==> src/rtl/core/mpfr_pkg.sv <==
`timescale 1ns / 1ps
// ----------------------------------------------------------------------------
// mpfr_pkg
// Shared constants and types of the position frame receiver.
// ----------------------------------------------------------------------------
package mpfr_pkg;

  localparam int BUFFER_BYTES = 16;
  localparam int FRAME_LEN    = 9;
  localparam int CRC_LEN      = 7;

  localparam int CNT_W = $clog2(BUFFER_BYTES + 1);
  localparam int IDX_W = $clog2(FRAME_LEN);

  localparam logic [15:0] CRC_INIT = 16'hFFFF;
  localparam logic [15:0] CRC_POLY = 16'hA001;
  localparam logic [7:0]  FUNC_READ_HOLDING = 8'h03;
  localparam logic [7:0]  POSITION_BYTES    = 8'h04;

  localparam logic [7:0]  ANGLE_MULT  = 8'd45;
  localparam int          ANGLE_SHIFT = 7;
  localparam logic [14:0] HALF_TURN   = 15'd180;
  localparam logic signed [15:0] FULL_TURN = 16'sd360;

  localparam logic [7:0]  CLAMP_RESET   = 8'd45;
  localparam logic [7:0]  ADDRESS_RESET = 8'd1;

  localparam int CFG_IDX_W = 1;
  localparam logic [CFG_IDX_W-1:0] CFG_DEVICE_ADDRESS = 1'd0;
  localparam logic [CFG_IDX_W-1:0] CFG_CLAMP_LIMIT    = 1'd1;

  typedef enum logic [1:0] {
    ST_OK     = 2'd0,
    ST_LENGTH = 2'd1,
    ST_CRC    = 2'd2,
    ST_HEADER = 2'd3
  } status_t;

  typedef struct packed {
    status_t     status;
    logic [15:0] position;
    logic        ready;
  } frame_result_t;

endpackage

==> src/rtl/core/mpfr_rx_if.sv <==
`timescale 1ns / 1ps
// ----------------------------------------------------------------------------
// mpfr_rx_if
// Byte channel into the receiver: one received byte and its end mark.
// ----------------------------------------------------------------------------
interface mpfr_rx_if;
  logic       valid;
  logic       ready;
  logic [7:0] rx_byte;
  logic       frame_end;

  modport source (output valid, output rx_byte, output frame_end, input ready);
  modport sink   (input valid, input rx_byte, input frame_end, output ready);
endinterface

==> src/rtl/core/mpfr_res_if.sv <==
`timescale 1ns / 1ps
// ----------------------------------------------------------------------------
// mpfr_res_if
// Result channel out of the receiver: frame status and position report.
// ----------------------------------------------------------------------------
interface mpfr_res_if;
  logic              valid;
  logic              ready;
  logic [1:0]        status;
  logic [15:0]       position;
  logic [14:0]       angle;
  logic signed [8:0] clamped_angle;
  logic              ready_res;

  modport source (output valid, output status, output position, output angle,
                  output clamped_angle, output ready_res, input ready);
  modport sink   (input valid, input status, input position, input angle,
                  input clamped_angle, input ready_res, output ready);
endinterface

==> src/rtl/core/mpfr_frame_check.sv <==
`timescale 1ns / 1ps
// ----------------------------------------------------------------------------
// mpfr_frame_check
// Byte counting, CRC-16 accumulation, frame buffer and end-of-frame checks.
// ----------------------------------------------------------------------------
module mpfr_frame_check
  import mpfr_pkg::*;
(
  input  logic          clk,
  input  logic          rst,
  input  logic          rx_valid,
  output logic          rx_ready,
  input  logic [7:0]    rx_byte,
  input  logic          frame_end,
  input  logic [7:0]    device_address,
  input  logic          take,
  output logic          mid_valid,
  output frame_result_t mid
);

  function automatic logic [15:0] crc_byte(input logic [15:0] crc_in, input logic [7:0] b);
    logic [15:0] c;
    c = crc_in ^ {8'h00, b};
    for (int k = 0; k < 8; k++) begin
      if (c[0]) begin
        c = (c >> 1) ^ CRC_POLY;
      end else begin
        c = c >> 1;
      end
    end
    return c;
  endfunction

  logic [15:0]    crc_acc;
  logic [CNT_W-1:0] byte_count;
  logic [7:0]     frame_bytes [FRAME_LEN];
  logic [15:0]    held_position;
  logic           seen_valid;

  logic [15:0]    crc_next;
  logic [CNT_W-1:0] byte_count_next;
  logic [7:0]     bytes_next [FRAME_LEN];
  status_t        status_now;
  logic           accept;

  assign rx_ready = !mid_valid || take;
  assign accept   = rx_valid && rx_ready;

  always_comb begin
    crc_next = crc_acc;
    if (byte_count < CNT_W'(CRC_LEN)) begin
      crc_next = crc_byte(crc_acc, rx_byte);
    end
    byte_count_next = byte_count;
    if (byte_count < CNT_W'(BUFFER_BYTES)) begin
      byte_count_next = byte_count + CNT_W'(1);
    end
    for (int i = 0; i < FRAME_LEN; i++) begin
      bytes_next[i] = frame_bytes[i];
    end
    if (byte_count < CNT_W'(FRAME_LEN)) begin
      bytes_next[byte_count[IDX_W-1:0]] = rx_byte;
    end
    if (byte_count_next != CNT_W'(FRAME_LEN)) begin
      status_now = ST_LENGTH;
    end else if (bytes_next[7] != crc_next[7:0] || bytes_next[8] != crc_next[15:8]) begin
      status_now = ST_CRC;
    end else if (bytes_next[0] != device_address || bytes_next[1] != FUNC_READ_HOLDING ||
                 bytes_next[2] != POSITION_BYTES) begin
      status_now = ST_HEADER;
    end else begin
      status_now = ST_OK;
    end
  end

  always_ff @(posedge clk) begin
    if (rst) begin
      crc_acc       <= CRC_INIT;
      byte_count    <= '0;
      held_position <= '0;
      seen_valid    <= 1'b0;
      mid_valid     <= 1'b0;
    end else begin
      if (accept && frame_end) begin
        mid_valid <= 1'b1;
      end else if (take) begin
        mid_valid <= 1'b0;
      end
      if (accept) begin
        if (frame_end) begin
          crc_acc    <= CRC_INIT;
          byte_count <= '0;
          if (status_now == ST_OK) begin
            held_position <= {bytes_next[5], bytes_next[6]};
            seen_valid    <= 1'b1;
          end
        end else begin
          crc_acc    <= crc_next;
          byte_count <= byte_count_next;
        end
      end
    end
  end

  always_ff @(posedge clk) begin
    if (accept) begin
      for (int i = 0; i < FRAME_LEN; i++) begin
        frame_bytes[i] <= bytes_next[i];
      end
      if (frame_end) begin
        mid.status <= status_now;
        if (status_now == ST_OK) begin
          mid.position <= {bytes_next[5], bytes_next[6]};
          mid.ready    <= 1'b1;
        end else begin
          mid.position <= held_position;
          mid.ready    <= seen_valid;
        end
      end
    end
  end

endmodule

==> src/rtl/core/mpfr_angle_out.sv <==
`timescale 1ns / 1ps
// ----------------------------------------------------------------------------
// mpfr_angle_out
// Angle scaling, signed wrap and clamp, and the result output register.
// ----------------------------------------------------------------------------
module mpfr_angle_out
  import mpfr_pkg::*;
(
  input  logic          clk,
  input  logic          rst,
  input  logic          mid_valid,
  input  frame_result_t mid,
  input  logic [7:0]    clamp_limit,
  output logic          take,
  mpfr_res_if.source    res
);

  logic [21:0]        scaled;
  logic [14:0]        angle_now;
  logic signed [15:0] wrapped;
  logic signed [15:0] lim;
  logic signed [15:0] clamped;

  assign take = mid_valid && (!res.valid || res.ready);

  always_comb begin
    scaled    = 22'(mid.position) * 22'(ANGLE_MULT);
    angle_now = scaled[ANGLE_SHIFT +: 15];
    if (angle_now < HALF_TURN) begin
      wrapped = $signed({1'b0, angle_now});
    end else begin
      wrapped = $signed({1'b0, angle_now}) - FULL_TURN;
    end
    lim = $signed({8'h00, clamp_limit});
    if (wrapped > lim) begin
      clamped = lim;
    end else if (wrapped < -lim) begin
      clamped = -lim;
    end else begin
      clamped = wrapped;
    end
  end

  always_ff @(posedge clk) begin
    if (rst) begin
      res.valid <= 1'b0;
    end else if (take) begin
      res.valid <= 1'b1;
    end else if (res.ready) begin
      res.valid <= 1'b0;
    end
  end

  always_ff @(posedge clk) begin
    if (take) begin
      res.status        <= mid.status;
      res.position      <= mid.position;
      res.angle         <= angle_now;
      res.clamped_angle <= clamped[8:0];
      res.ready_res     <= mid.ready;
    end
  end

endmodule

==> src/rtl/core/modbus_position_frame_receiver.sv <==
`timescale 1ns / 1ps
// ----------------------------------------------------------------------------
// modbus_position_frame_receiver
// Checks Modbus position response frames and reports the encoder angle.
//
//   Channel  Role    Payload
//   rx       sink    rx_byte, frame_end
//   res      source  status, position, angle, clamped_angle, ready_res
//   cfg      write   cfg_index, cfg_data (device_address, clamp_limit)
//
// One byte is taken in every cycle while rx.ready is high; the byte update and
// CRC step are combinational. A report is registered in mid at frame end, then
// in the output register. Reset clears the counter, held position and ready
// flag and presets the CRC. A stalled result stalls the byte input only once
// both result stages hold.
module modbus_position_frame_receiver
  import mpfr_pkg::*;
(
  input  logic                 clk,
  input  logic                 rst,
  input  logic                 cfg_we,
  input  logic [CFG_IDX_W-1:0] cfg_index,
  input  logic [7:0]           cfg_data,
  mpfr_rx_if.sink              rx,
  mpfr_res_if.source           res
);

  logic [7:0]    device_address;
  logic [7:0]    clamp_limit;
  logic          take;
  logic          mid_valid;
  frame_result_t mid;

  always_ff @(posedge clk) begin
    if (rst) begin
      device_address <= ADDRESS_RESET;
      clamp_limit    <= CLAMP_RESET;
    end else if (cfg_we) begin
      if (cfg_index == CFG_DEVICE_ADDRESS) begin
        device_address <= cfg_data;
      end else if (cfg_index == CFG_CLAMP_LIMIT) begin
        clamp_limit <= cfg_data;
      end
    end
  end

  mpfr_frame_check u_check (
    .clk            (clk),
    .rst            (rst),
    .rx_valid       (rx.valid),
    .rx_ready       (rx.ready),
    .rx_byte        (rx.rx_byte),
    .frame_end      (rx.frame_end),
    .device_address (device_address),
    .take           (take),
    .mid_valid      (mid_valid),
    .mid            (mid)
  );

  mpfr_angle_out u_angle (
    .clk         (clk),
    .rst         (rst),
    .mid_valid   (mid_valid),
    .mid         (mid),
    .clamp_limit (clamp_limit),
    .take        (take),
    .res         (res)
  );

endmodule

==> src/flat_wrapper.sv <==
// flat-port wrapper written by rule: the top's interface ports become plain ports
module modbus_position_frame_receiver_flat import mpfr_pkg::*;
  (clk, rst, cfg_we, cfg_index, cfg_data, rx_valid, rx_rx_byte, rx_frame_end, rx_ready, res_valid, res_status, res_position, res_angle, res_clamped_angle, res_ready_res, res_ready);
  mpfr_rx_if rx_i ();
  mpfr_res_if res_i ();
  input  logic clk;
  input  logic rst;
  input  logic cfg_we;
  input  logic [CFG_IDX_W-1:0] cfg_index;
  input  logic [7:0] cfg_data;
  input wire logic [$bits(rx_i.valid)-1:0] rx_valid;
  input wire logic [$bits(rx_i.rx_byte)-1:0] rx_rx_byte;
  input wire logic [$bits(rx_i.frame_end)-1:0] rx_frame_end;
  output wire logic [$bits(rx_i.ready)-1:0] rx_ready;
  output wire logic [$bits(res_i.valid)-1:0] res_valid;
  output wire logic [$bits(res_i.status)-1:0] res_status;
  output wire logic [$bits(res_i.position)-1:0] res_position;
  output wire logic [$bits(res_i.angle)-1:0] res_angle;
  output wire logic [$bits(res_i.clamped_angle)-1:0] res_clamped_angle;
  output wire logic [$bits(res_i.ready_res)-1:0] res_ready_res;
  input wire logic [$bits(res_i.ready)-1:0] res_ready;
  assign rx_i.valid = rx_valid;
  assign rx_i.rx_byte = rx_rx_byte;
  assign rx_i.frame_end = rx_frame_end;
  assign rx_ready = rx_i.ready;
  assign res_valid = res_i.valid;
  assign res_status = res_i.status;
  assign res_position = res_i.position;
  assign res_angle = res_i.angle;
  assign res_clamped_angle = res_i.clamped_angle;
  assign res_ready_res = res_i.ready_res;
  assign res_i.ready = res_ready;
  modbus_position_frame_receiver u_core (.clk(clk), .rst(rst), .cfg_we(cfg_we), .cfg_index(cfg_index), .cfg_data(cfg_data), .rx(rx_i), .res(res_i));
endmodule
==> config.mk <==
export PLATFORM = sky130hd
export DESIGN_NAME = modbus_position_frame_receiver_flat
export DESIGN_NICKNAME = d
export VERILOG_FILES = /design/src/rtl/core/mpfr_pkg.sv /design/src/rtl/core/mpfr_rx_if.sv /design/src/rtl/core/mpfr_res_if.sv /design/src/rtl/core/mpfr_frame_check.sv /design/src/rtl/core/mpfr_angle_out.sv /design/src/rtl/core/modbus_position_frame_receiver.sv /design/src/flat_wrapper.sv
export SDC_FILE = /design/constraint.sdc
export NUM_CORES = 1
export LEC_CHECK = 0
export CORE_ASPECT_RATIO = 0.7
export CORE_MARGIN = 5
export CORE_UTILIZATION = 38
export CTS_CLUSTER_DIAMETER = 120
export DETAILED_ROUTE_END_ITERATION = 10
export DONT_BUFFER_PORTS = 1
export MAX_ROUTING_LAYER = met4
export PLACE_DENSITY_LB_ADDON = 0.05
export SETUP_SLACK_MARGIN = 0.5
export SYNTH_ARGS = -nofsm -noshare
export SYNTH_HDL_FRONTEND = slang
export SYNTH_SLANG_ARGS = --single-unit
export TNS_END_PERCENT = 50
==> constraint.sdc <==
create_clock -name clk -period 10.9 [get_ports clk]
set_clock_uncertainty 0.15 [all_clocks]
set_input_delay 1.09 -clock clk [delete_from_list [all_inputs] [get_ports clk]]
set_output_delay 1.09 -clock clk [all_outputs]
set_load 0.005 [all_outputs]
### After elaboration in Yosys (flattened, before gate mapping)

Memories as Yosys holds them, arrays and structs flattened.
Index checks and enable logic that the tools add are counted.

* shifts and indexed selects: 0
* reductions and logical operators: 18
* $lt $le $gt $ge: 8
* bitwise gates (word level): 11
* $add $sub $neg: 3
* equal/unequal tests: 6
* div/mod/pow operators: 0
* multiplexer cells: 36
* $mul: 1

Operators by type and width (count)
* 2-to-1 mux 16 bit: 18
* bitwise mux 72 bit: 1
* 2-to-1 mux 72 bit: 1
* demux 8 bit (select 4 bit): 1
* inequality test 8 bit: 3
* inverter 2 -> 3 bit: 8
* multiplier 16 x 6 -> 22 bit (second input constant): 1
* 2-to-1 mux 17 bit: 1
* > comparator 16 x 9 -> 1 bit: 1
* < comparator 16 bit: 1
* 2-to-1 mux 8 bit: 2
* negation 8 -> 16 bit: 1
* subtractor 15 x 9 -> 16 bit (second input constant): 1
* bitwise XOR 16 x 8 -> 16 bit: 1
* < comparator 15 x 8 -> 1 bit (second input constant): 1
* 2-to-1 mux 5 bit: 2
* 2-to-1 mux 9 bit: 1
* inequality test 8 x 2 -> 1 bit (second input constant): 1
* inequality test 8 x 3 -> 1 bit (second input constant): 1
* 2-to-1 mux 1 bit: 6
* 2-to-1 mux 2 bit: 3
* AND reduction 2 bit: 3
* adder 5 x 1 -> 5 bit (second input constant): 1
* >= comparator 5 bit (second input constant): 1
* 13 further kinds: 22

* word-level logic and storage cells: 101
* memories kept: 1
* ROM bits: 0
* input port bits: 23
* latch bits: 0
* register bits: 118
* memory bits (writable): 72

Memories
* u_core.u_check.frame_bytes: words 9, width 8, read ports 9, clocked after memory_dff 0, write ports 9, RTL line mpfr_frame_check.sv:36 `logic [7:0] frame_bytes [FRAME_LEN];`

### Depth between registers and ports, before layout

Gate-level depths: netlist of the first run.

* word-level depth: 31
* gate-level depth with buffers: 34

### Modules after synthesis

A second synthesis of the first run with hierarchy kept.

* cell total of the unflattened synthesis: 1069
* area, all modules: 11564.8 µm²

Modules (own cells, without submodules)
* mpfr_frame_check: times used 1, cells an instance 452, area each 5798.1 µm², sequential area each 3032.9 µm²
* mpfr_angle_out: times used 1, cells an instance 552, area each 5091.1 µm², sequential area each 1311.3 µm²
* modbus_position_frame_receiver: times used 1, cells an instance 65, area each 675.6 µm², sequential area each 320.3 µm²

### Worst setup path after synthesis of the first run

OpenSTA, ideal clock, no wires.

* path kind: flip-flop to flip-flop
* start point: reg u_core.u_check.mid[7] (netlist name)
* end point: reg u_core.u_angle.res.clamped_angle[1] (data pin)
* setup time: 0.260 ns
* path slack: 3.821 ns
* clock period less this slack: 7.079 ns
* data arrival time: 6.669 ns
* buffers on the path: 2
* required time: 10.490 ns
* stages on the path, launching flop included: 29
* cells stage by stage: edfxtp_1 -> ha_1 -> fa_1 -> fa_1 -> ha_1 -> a21o_1 -> a221oi_1 -> mux2i_1 -> or2_2 -> ha_1 -> nand3_1 -> mux2_2 -> a211oi_1 -> o21ai_2 -> and2_1 -> nand2_1 -> nand3_1 -> xnor2_1 -> ha_1 -> and4_1 -> nand2b_1 -> a221oi_1 -> or3_1 -> o21ai_1 -> or4b_1 -> buf_2 -> and2_4 -> buf_6 -> mux2i_1

* longest elaborated chain between the ends: 6
* elaborated cells between the ends (all ways): 8
* classes of those cells: add/sub: 1; mul: 1; order compare: 3; mux: 3

RTL lines
* multiplier 16 x 6 -> 22 bit (*): RTL line mpfr_angle_out.sv:27 `scaled = 22'(mid.position) * 22'(ANGLE_MULT);`
* subtractor 15 x 9 -> 16 bit / < comparator 15 x 8 -> 1 bit (equally long branches): RTL line mpfr_angle_out.sv:32, mpfr_angle_out.sv:29
* 2-to-1 mux 16 bit (*): RTL line mpfr_angle_out.sv:29 `if (angle_now < HALF_TURN) begin`
* < comparator 16 bit: RTL line mpfr_angle_out.sv:37 `end else if (wrapped < -lim) begin`
* 2-to-1 mux 9 bit: RTL line mpfr_angle_out.sv:37
* 2-to-1 mux 8 bit (*): RTL line mpfr_angle_out.sv:35 `if (wrapped > lim) begin`
* via u_core.u_angle.clamped[1]: RTL line mpfr_angle_out.sv:22 `logic signed [15:0] clamped;`
* end signal, assigned: RTL line mpfr_angle_out.sv:59 `res.clamped_angle <= clamped[8:0];`
* end, declared: RTL line mpfr_res_if.sv:16 `output clamped_angle, output ready_res, input ready);`

Mark *: on every way through the listed nets, which the timed path passes. The rest lies on a longest branch.
A chain may end at the register's enable or synchronous reset.

### Final worst setup path of the first run

* start point: reg u_core.u_check.mid[7] (netlist name)
* end point: reg u_core.u_angle.res.clamped_angle[5] (data pin)

* longest elaborated chain between the ends: 6
* elaborated cells between the ends (all ways): 8
* classes of those cells: add/sub: 1; mul: 1; order compare: 3; mux: 3

RTL lines
* multiplier 16 x 6 -> 22 bit (*): RTL line mpfr_angle_out.sv:27
* via u_core.u_angle.scaled[10]: RTL line mpfr_angle_out.sv:18 `logic [21:0] scaled;`
* subtractor 15 x 9 -> 16 bit / < comparator 15 x 8 -> 1 bit (equally long branches): RTL line mpfr_angle_out.sv:32, mpfr_angle_out.sv:29
* 2-to-1 mux 16 bit (*): RTL line mpfr_angle_out.sv:29
* < comparator 16 bit: RTL line mpfr_angle_out.sv:37
* 2-to-1 mux 9 bit: RTL line mpfr_angle_out.sv:37
* 2-to-1 mux 8 bit (*): RTL line mpfr_angle_out.sv:35
* via u_core.u_angle.clamped[5]: RTL line mpfr_angle_out.sv:22

Marked as above.

==> metrics.txt, run 1 <==
Critical Path RT 10.93 ns; Total GRT Usage 17.39%; wire per inst 19.75 um; Die Footprint 0.03297 sq mm; status completed; largest net degree at the start of global routing 61; number of synthesized flops with an enable pin 118; maximum VDD drop 0.1069 mV; crit-path max cell delay 0.73 ns; ys flop type edfxtp_1; Clk pin slew, worst setup/hold paths 0.07 ns; CP Launch Type flop; die span in y 153.4 um; endpoints failing setup 0; Max-Cap Viols 0; CP delay by family, top compound AO/OA/AOI/OAI gates; share of post-route cells with drive strength above 1 13.68%; Yosys Warn Count 0; placed instance area 0.01149 sq mm; Fmax 121.2 MHz; post-cts resize count 0; top-area cell type share of the netlist area 31.73%; Cell variety after synth 86; Port Buffers 0; Crit Path Max Fanout 14; CP most frequent cell ha_1; CTS root buf clkbuf_16; register area 0.004664 sq mm; Avg Vias per Cell 5.481; design area 0.01208 sq mm; area of the multi-input gates 0.006035 sq mm; R2R Path End u_core.u_angle.res.clamped_angle[5]; detailed placement HPWL 20750 um; post-CTS setup repair buffer count 0; critical path's slowest cell o221ai_2; first-pass GRT wire length 43740 um; fin crit period 8.253 ns; Post-synth top cells edfxtp_1, nand2_1, inv_1, mux2_2, ha_1; Mapped Nets 1154; Core Rows 52; GRT met3 Usage 3.915%; Area Growth Syn to Fin 8.189%; crit path kind flop to flop; final antenna-violating net count 0; LEAKAGE 5.011 nW; ranking of synthesized cells by area edfxtp_1, dfxtp_1, ha_1; setup_tns 0 ns; WHS 0.2721 ns; initial core utilization 38.57%; GR Util met2 21.43%; Hold Crit Depth 0; # fillers 2790; Post-synth ARST share 0%; htree depth 4; Max clock buf depth 2; Post-Layout Cell Count 1416; reg2reg path depth 27; sequential share of the synthesized area 41.77%; worst hold path class flop to flop; met1 Track Usage GR 28.00%; DRC Markers 0; Congestion Overflow GR 0; number of diodes 0; GR peak layer met1; Pre-Repair DR Iteration Count 5; Max-slew headroom 28.02%; vias post-DR 7761; Synth Instances 1041; # IOs 68; Inst Count DP 1384; vias in the first global route 7258; Num CTS Buffers 17; #FFs+latches synth 174; routability cong. 0.7925; launch point of the worst reg-to-reg path u_core.u_check.mid[7]; Worst-Skew Late Latency 0.45 ns; Setup crit start u_core.u_check.mid[7]; final hold violation count 0; Die W 214.9 um; r2r setup slk 2.65 ns; CP Capture Type flop; post-synth top area cell edfxtp_1; count leader, synth edfxtp_1; final worst-path cycle share 75.72%; antenna violations before repair 2; core area 0.02895 sq mm; Post-Syn Area 0.01117 sq mm; RSZ-0062 raised after global routing false; hold_buf cts 0; Syn Area/Cell 10.73 sq um; Crit path buffers/inverters 1; Num Clock Sinks 174; Iter 0 DRT Violations 520; hold path endpoint u_core.u_angle.res.ready_res; Worst Min Path Start u_core.u_check.mid[0]; routed wire length 27960 um; Arr. time, crit path 8.29 ns; max-slew violations 0; CTS tree yes; Worst-Margin Slew 1.080 ns; Final #Nets 1138; power per cell area 142.9 mW/mm^2
-- report_power, final --
part / internal, W / leakage, nW / switching (W)
clock: 0.000330 / 0.283 / 0.000287
sequential: 0.000738 / 1.61 / 0.0000178
combinational: 0.000145 / 3.12 / 0.000209
-- sequential cells by signal, summed over array words and instances (netlist names) --
register                          count
u_core.clamp_limit                    8
u_core.device_address                 8
u_core.u_angle.res.angle             15
u_core.u_angle.res.clamped_angle      9
u_core.u_angle.res.position          16
u_core.u_angle.res.ready_res          1
u_core.u_angle.res.status             2
u_core.u_angle.res.valid              1
u_core.u_check.byte_count             5
u_core.u_check.crc_acc               16
u_core.u_check.frame_bytes           56
u_core.u_check.held_position         16
u_core.u_check.mid                   19
u_core.u_check.mid_valid              1
u_core.u_check.seen_valid             1
-- metrics by stage --
stage,setup WS (ns),util (%),power (W)
after detailed placement,2.706,39.69,0.001122
after CTS,2.669,41.73,0.001749
final,2.647,41.73,0.001727
after floorplan,3.821,-,0.001050
after global routing,2.124,41.73,0.001822
after global placement,2.688,39.69,0.001125
-- cells by family (layout without fill, tap and decap cells) --
logic type | after synthesis | count (layout) | share of synthesized area (%)
AND/OR/NAND/NOR | 286 | 286 | 13.05
AO/OA/AOI/OAI | 195 | 195 | 12.95
flip-flops | 174 | 174 | 41.77
buffers and inverters | 115 | 112 | 4.268
multiplexers | 108 | 108 | 10.51
adder cells (fa/ha/maj) | 90 | 90 | 11.23
XOR/XNOR | 73 | 73 | 6.229
-- how the worst max path moves through the flow --
stage / end / slack [ns] / cells past startpoint
floorplan: u_core.u_angle.res.clamped_angle[1] / 3.82 / 28
global placement: u_core.u_angle.res.clamped_angle[4] / 2.69 / 27
detailed placement: u_core.u_angle.res.clamped_angle[2] / 2.71 / 27
CTS: u_core.u_angle.res.clamped_angle[5] / 2.67 / 27
global route: u_core.u_angle.res.clamped_angle[5] / 2.12 / 27
finish: u_core.u_angle.res.clamped_angle[5] / 2.65 / 27
-- layout by cell type, fill, tap and decap left out, types with 13 or more instances in the layout --
cell type	n
a21o_1	17
dfxtp_1	56
o21ai_0	17
xor2_1	26
inv_1	73
a211oi_1	13
nand3_1	24
mux2i_1	34
xnor2_1	42
clkbuf_16	17
ha_1	73
mux2_2	74
a21oi_1	47
nor3_1	21
nand2_1	88
o211ai_1	17
edfxtp_1	118
nor2_1	62
fa_1	17
-- layer usage --
metal	part of all wire, %	vias to the layer above	wire length [um]
li1	-	3789	-
met5	0	-	0
met2	38	173	10720
met3	5.2	16	1444
met4	1.1	0	308
met1	55	3783	15490
-- layout make-up --
cell class	count	share of cell area, %
Multi-Input combinational cell	752	49.94
Sequential cell	174	38.60
Tap cell	378	3.914
Clock buffer	18	3.635
Inverter	75	2.330
Clock inverter	14	1.263
Timing Repair Buffer	5	0.3107
No activity file was read; power rests on OpenSTA's default activity.
==> inputs of run 2 (changes only) <==
--- a/config.mk
+++ b/config.mk
@@ -5,6 +5,7 @@
 export SDC_FILE = /design/constraint.sdc
 export NUM_CORES = 1
 export LEC_CHECK = 0
+export ABC_AREA = 1
 export CORE_ASPECT_RATIO = 0.7
 export CORE_MARGIN = 5
 export CORE_UTILIZATION = 38
==> constraint.sdc (replaced) <==
create_clock -name clk -period 7.3 [get_ports clk]
set_clock_uncertainty 0.15 [all_clocks]
set_input_delay 0.73 -clock clk [delete_from_list [all_inputs] [get_ports clk]]
set_output_delay 0.73 -clock clk [all_outputs]
set_load 0.005 [all_outputs]
==> run 2 against run 1 <==
Non-clock buffer count increased by 17. Wire length increased by 4.3%. Total power up 86%. Area after synthesis fell by 0.53%. Global-route usage is 0.76 points higher. Core utilization up 1.0 points. Fmax is 31% higher. Flip-flop and latch count unchanged. Sequential power increased by 52%. Critical path depth up 10. Count of clock-buffer cells in the layout rose by 2. Critical path type unchanged. Largest cell class unchanged. Highest routed layer unchanged.
==> metrics.txt, run 2 <==
CP Launch Type flop; Reg with most FFs u_core.u_check.frame_bytes; count leader, synth nand2_1; Max-Cap Viols 0; die span in y 153.1 um; Setup WS pre-CTS 0.7824 ns; Worst-Margin Slew 1.096 ns; Iter 0 DRT Violations 568; Post-synth top cells nand2_1, inv_1, edfxtp_1, nor2_1, o21ai_0; Critical Path RT 7.35 ns; top-area cell type share of the netlist area 31.90%; Clk pin slew, worst setup/hold paths 0.07 ns; antenna violations before repair 1; initial core utilization 38.46%; detailed placement HPWL 21800 um; fin crit period 6.317 ns; Worst-Skew Late Latency 0.45 ns; Crit Path Max Fanout 8; hold_buf cts 0; ys flop type edfxtp_1; max reg flops 56; WHS 0.1938 ns; endpoints failing setup 0; post-synth top area cell edfxtp_1; ranking of synthesized cells by area edfxtp_1, nand2_1, dfxtp_1; CTS root buf clkbuf_16; worst hold path class input port to flop; Area Growth Syn to Fin 11.12%; Synth Instances 1347; Max-slew headroom 26.72%; final worst-path cycle share 86.54%; post-layout util 42.73%; Pre-Repair DR Iteration Count 5; maximum VDD drop 0.1552 mV; first-pass GRT wire length 45790 um; status completed; vias in the first global route 7879; final antenna-violating net count 0; crit path kind flop to flop; CP Capture Type flop; Yosys Warn Count 0; Avg Vias per Cell 4.880; share of post-route cells with drive strength above 1 8.979%; Mapped Nets 1460; sequential share of the synthesized area 41.99%; power per cell area 260.7 mW/mm^2; CTS tree yes; max-slew violations 0; Die W 214.4 um; DRC Markers 0; most common cell after layout, fill and taps aside nand2_1; wire per inst 16.58 um; crit-path max cell delay 0.60 ns; Post-synth ARST share 0%; htree depth 4; largest registers u_core.u_check.frame_bytes x56, u_core.u_check.mid x19; LEAKAGE 5.674 nW; Cell variety after synth 51; Post-Syn Area 0.01111 sq mm; setup_tns 0 ns; Core Rows 52; final hold violation count 0; number of synthesized flops with an enable pin 118; core area 0.02889 sq mm; Max clock buf depth 2; Arr. time, crit path 6.36 ns; critical path's slowest cell fa_1; # IOs 68; RSZ-0062 raised after global routing false; Num Clock Sinks 174; Total GRT Usage 18.14%; routability cong. 0.8699; #FFs+latches synth 174; routed wire length 29160 um; Congestion Overflow GR 0; most frequent cells in the layout nand2_1, inv_1, edfxtp_1; Die Footprint 0.03281 sq mm; largest net degree at the start of global routing 60; Port Buffers 0; Num CTS Buffers 17; Syn Area/Cell 8.248 sq um; vias post-DR 8584; final worst setup slack 0.9827 ns; Fmax 158.3 MHz; CP most frequent cell nand2_1; Final #Nets 1481; number of diodes 0
run 2: cell types whose count changed in the layout (fill, tap and decap cells not counted), moves of 16 or more:
| cell | before | now |
|---|---|---|
| a21oi_1 | 47 | 68 |
| buf_4 | 5 | 22 |
| inv_1 | 73 | 223 |
| mux2_2 | 74 | 0 |
| mux2i_1 | 34 | 5 |
| nand2_1 | 88 | 301 |
| nand3_1 | 24 | 80 |
| nor2_1 | 62 | 96 |
| o21ai_0 | 17 | 95 |
| xnor2_1 | 42 | 26 |
run 2: critical path: cells and delay by family, from the launching register on:
| kind | cells | cell delay [ns] |
|---|---|---|
| AND/OR/NAND/NOR | 22 | 2.01 |
| adder cells (fa/ha/maj) | 6 | 1.92 |
| AO/OA/AOI/OAI | 3 | 0.57 |
| flip-flops | 1 | 0.54 |
| XOR/XNOR | 2 | 0.46 |
| buffers and inverters | 4 | 0.42 |
run 2: kinds of logic (layout without fill, tap and decap cells):
logic type | after synthesis | after routing | share of synthesized area, %
flops | 174 | 174 | 41.99
fa+ha+maj | 90 | 90 | 11.29
compound gates | 212 | 212 | 10.43
mux | 5 | 5 | 0.4505
simple gates | 554 | 555 | 22.05
buf+inv | 252 | 285 | 8.999
xor+xnor | 60 | 60 | 4.798
run 2: path summary, 6_finish.rpt:
check | startpoint | end | slack [ns] | depth (start not counted)
worst max-delay path | u_core.u_check.mid[8] | u_core.u_angle.res.clamped_angle[4] | 0.98 | 37
worst min-delay path | rst | u_core.u_angle.res.valid | 0.19 | 1
worst max register to register | u_core.u_check.mid[8] | u_core.u_angle.res.clamped_angle[4] | 0.98 | 37
worst min register to register | u_core.u_check.mid[18] | u_core.u_angle.res.status[1] | 0.27 | 0
run 2: cell type report:
type | instances | area (sq um)
Fill cell | 2972 | 16540
Multi-Input combinational cell | 922 | 5619
Sequential cell | 174 | 4664
Inverter | 231 | 873.3
Tap cell | 378 | 473.0
Clock buffer | 20 | 436.7
Timing Repair Buffer | 22 | 165.2
Clock inverter | 12 | 112.6
run 2: power by group:
group,internal (W),switching (W),leakage (nW)
Sequential,0.00112,0.0000303,1.58
Combinational,0.000409,0.000771,3.83
Clock,0.000472,0.000414,0.261
Total,0.00200,0.00122,5.67
run 2: per-layer routing:
metal	vias up	global-route usage, %	wire, um
li1	4448	-	-
met1	3986	28.22	15980
met2	138	24.41	11720
met3	12	3.578	1305
met4	0	3.311	150
met5	-	-	0
run 2: stage by stage:
step | std cells | power, W | cell area [sq um]
CTS | 1739 | 0.003177 | 12040
detailed placement | 1707 | 0.002275 | 11490
floorplan | 1347 | 0.002000 | 11110
global route | 1759 | 0.003458 | 12340
global placement | 1707 | 0.002283 | 11490
finish | 1759 | 0.003218 | 12340
run 2: timing repair:
item	CTS	global route
endpoints found under the setup margin	0	9
gates resized for setup	0	25
setup buffers	0	19
==> inputs of run 3 (changes only) <==
--- a/config.mk
+++ b/config.mk
@@ -12,6 +12,7 @@
 export CTS_CLUSTER_DIAMETER = 120
 export DETAILED_ROUTE_END_ITERATION = 10
 export DONT_BUFFER_PORTS = 1
+export GPL_TIMING_DRIVEN = 0
 export MAX_ROUTING_LAYER = met4
 export PLACE_DENSITY_LB_ADDON = 0.05
 export SETUP_SLACK_MARGIN = 0.5
==> run 3 against run 2 <==
Core utilization up 0.97 points. Register-to-register slack got worse by 0.17 ns. Sequential share of layout area down 0.84 points. Critical path type unchanged. Critical endpoint is now u_core.u_angle.res.clamped_angle[3]. Largest power group unchanged.
==> metrics.txt, run 3 (synthesis gave the netlist of run 2 again) <==
# IOs 68; CTS root buf clkbuf_16; Die Footprint 0.03281 sq mm; Num CTS Buffers 17; Avg Vias per Cell 4.904; LEAKAGE 5.768 nW; CP most frequent cell nand2_1; largest net degree at the start of global routing 43; Max-slew headroom 30.98%; largest registers u_core.u_check.frame_bytes x56, u_core.u_check.mid x19; critical path's slowest cell fa_1; WHS 0.1999 ns; first-pass GRT wire length 47040 um; Worst-Skew Late Latency 0.45 ns; Iter 0 DRT Violations 615; Pre-Repair DR Iteration Count 5; CP Launch Type flop; detailed placement HPWL 22630 um; CP Capture Type flop; share of post-route cells with drive strength above 1 10.92%; Total GRT Usage 18.75%; Reg with most FFs u_core.u_check.frame_bytes; routability cong. 0.8582; DRC Markers 0; Max-Cap Viols 0; antenna violations before repair 0; vias in the first global route 8158; maximum VDD drop 0.1810 mV; status completed; die span in y 153.1 um; Final #Nets 1501; register area 0.004664 sq mm; RSZ-0062 raised after global routing false; Critical Path RT 7.33 ns; final worst-path cycle share 88.90%; wire per inst 16.68 um; power per cell area 266.3 mW/mm^2; most common cell after layout, fill and taps aside nand2_1; core area 0.02889 sq mm; Port Buffers 0; final antenna-violating net count 0; fin crit period 6.489 ns; Fmax 154.1 MHz; max reg flops 56; Arr. time, crit path 6.52 ns; Die W 214.4 um; vias post-DR 8729; final hold violation count 0; htree depth 4; Worst-Margin Slew 1.034 ns; Max clock buf depth 2; initial core utilization 38.46%; Core Rows 52; Crit Path Max Fanout 8; Num Clock Sinks 174; crit-path max cell delay 0.54 ns; hold_buf cts 0; Area Growth Syn to Fin 13.63%; max-slew violations 0; # fillers 2917; setup_tns 0 ns; CTS tree yes; worst hold path class input port to flop; Clk pin slew, worst setup/hold paths 0.07 ns; most frequent cells in the layout nand2_1, inv_1, edfxtp_1; crit path kind flop to flop; area of the multi-input gates 0.005677 sq mm; routed wire length 29690 um; Congestion Overflow GR 0; endpoints failing setup 0
## run 3: cell count changes in the layout (fill, tap and decap cells not counted), moves of 4 or more
cell	change
clkbuf_1	+9
nand2_1	-6
ha_1	-4
nand2_2	+6
buf_6	+8
buf_4	-4
buf_2	+5
## run 3: where the power goes
| group | internal (W) | switching [W] |
|---|---|---|
| Combinational | 0.000432 | 0.000811 |
| Sequential | 0.00112 | 0.0000302 |
| Clock | 0.000551 | 0.000415 |
| Total | 0.00210 | 0.00126 |
## run 3: through the flow
step                utilization, %  worst slack [ns]  cell area [sq um]  power [W]  instances
finish                       43.70            0.8105              12620   0.003361       1780
global route                 43.69            0.4598              12620   0.003597       1779
CTS                          42.46            0.5401              12270   0.003287       1761
detailed placement           40.27            0.3320              11630   0.002293       1727
global placement             40.09            0.2687              11580   0.002289       1725
floorplan                        -             1.641              11110   0.002000       1347
## run 3: final cells by class
cell class	instances	area share, %
Multi-Input combinational cell	921	44.97
Antenna cell	1	0.01982
Clock buffer	20	3.538
Clock inverter	12	1.259
Tap cell	378	3.747
Timing Repair Buffer	22	1.566
Inverter	231	6.918
Buffer	21	1.031
Sequential cell	174	36.95
## run 3: repair_timing
action,4_1_cts,5_1_grt
buffers inserted,2,18
pin swaps,1,17
resized for setup,2,43
setup endpoints to repair,9,9
## run 3: worst max-delay path: cells and delay by family, from the launching register on
kind | cells | cell delay [ns]
AND/OR/NAND/NOR | 24 | 2.15
buffers and inverters | 7 | 0.74
AO/OA/AOI/OAI | 2 | 0.42
XOR/XNOR | 2 | 0.42
flip-flops | 1 | 0.50
adder cells (fa/ha/maj) | 6 | 1.83
## run 3: path summary, 6_finish.rpt
check	startpoint	to	slack, ns	cells after the start
worst max-delay path	u_core.u_check.mid[5]	u_core.u_angle.res.clamped_angle[3]	0.81	41
worst min-delay path	rst	u_core.u_check.byte_count[0]	0.20	1
worst max register to register	u_core.u_check.mid[5]	u_core.u_angle.res.clamped_angle[3]	0.81	41
worst min register to register	u_core.u_check.mid[17]	u_core.u_angle.res.status[0]	0.28	0
## run 3: routing by layer
layer / up-vias / global-route usage [%] / share of wire (%)
met5: - / - / 0
met4: 0 / 3.587 / 0.74
met3: 16 / 4.053 / 4.5
met2: 159 / 25.16 / 40
met1: 4069 / 28.92 / 55
li1: 4485 / - / -
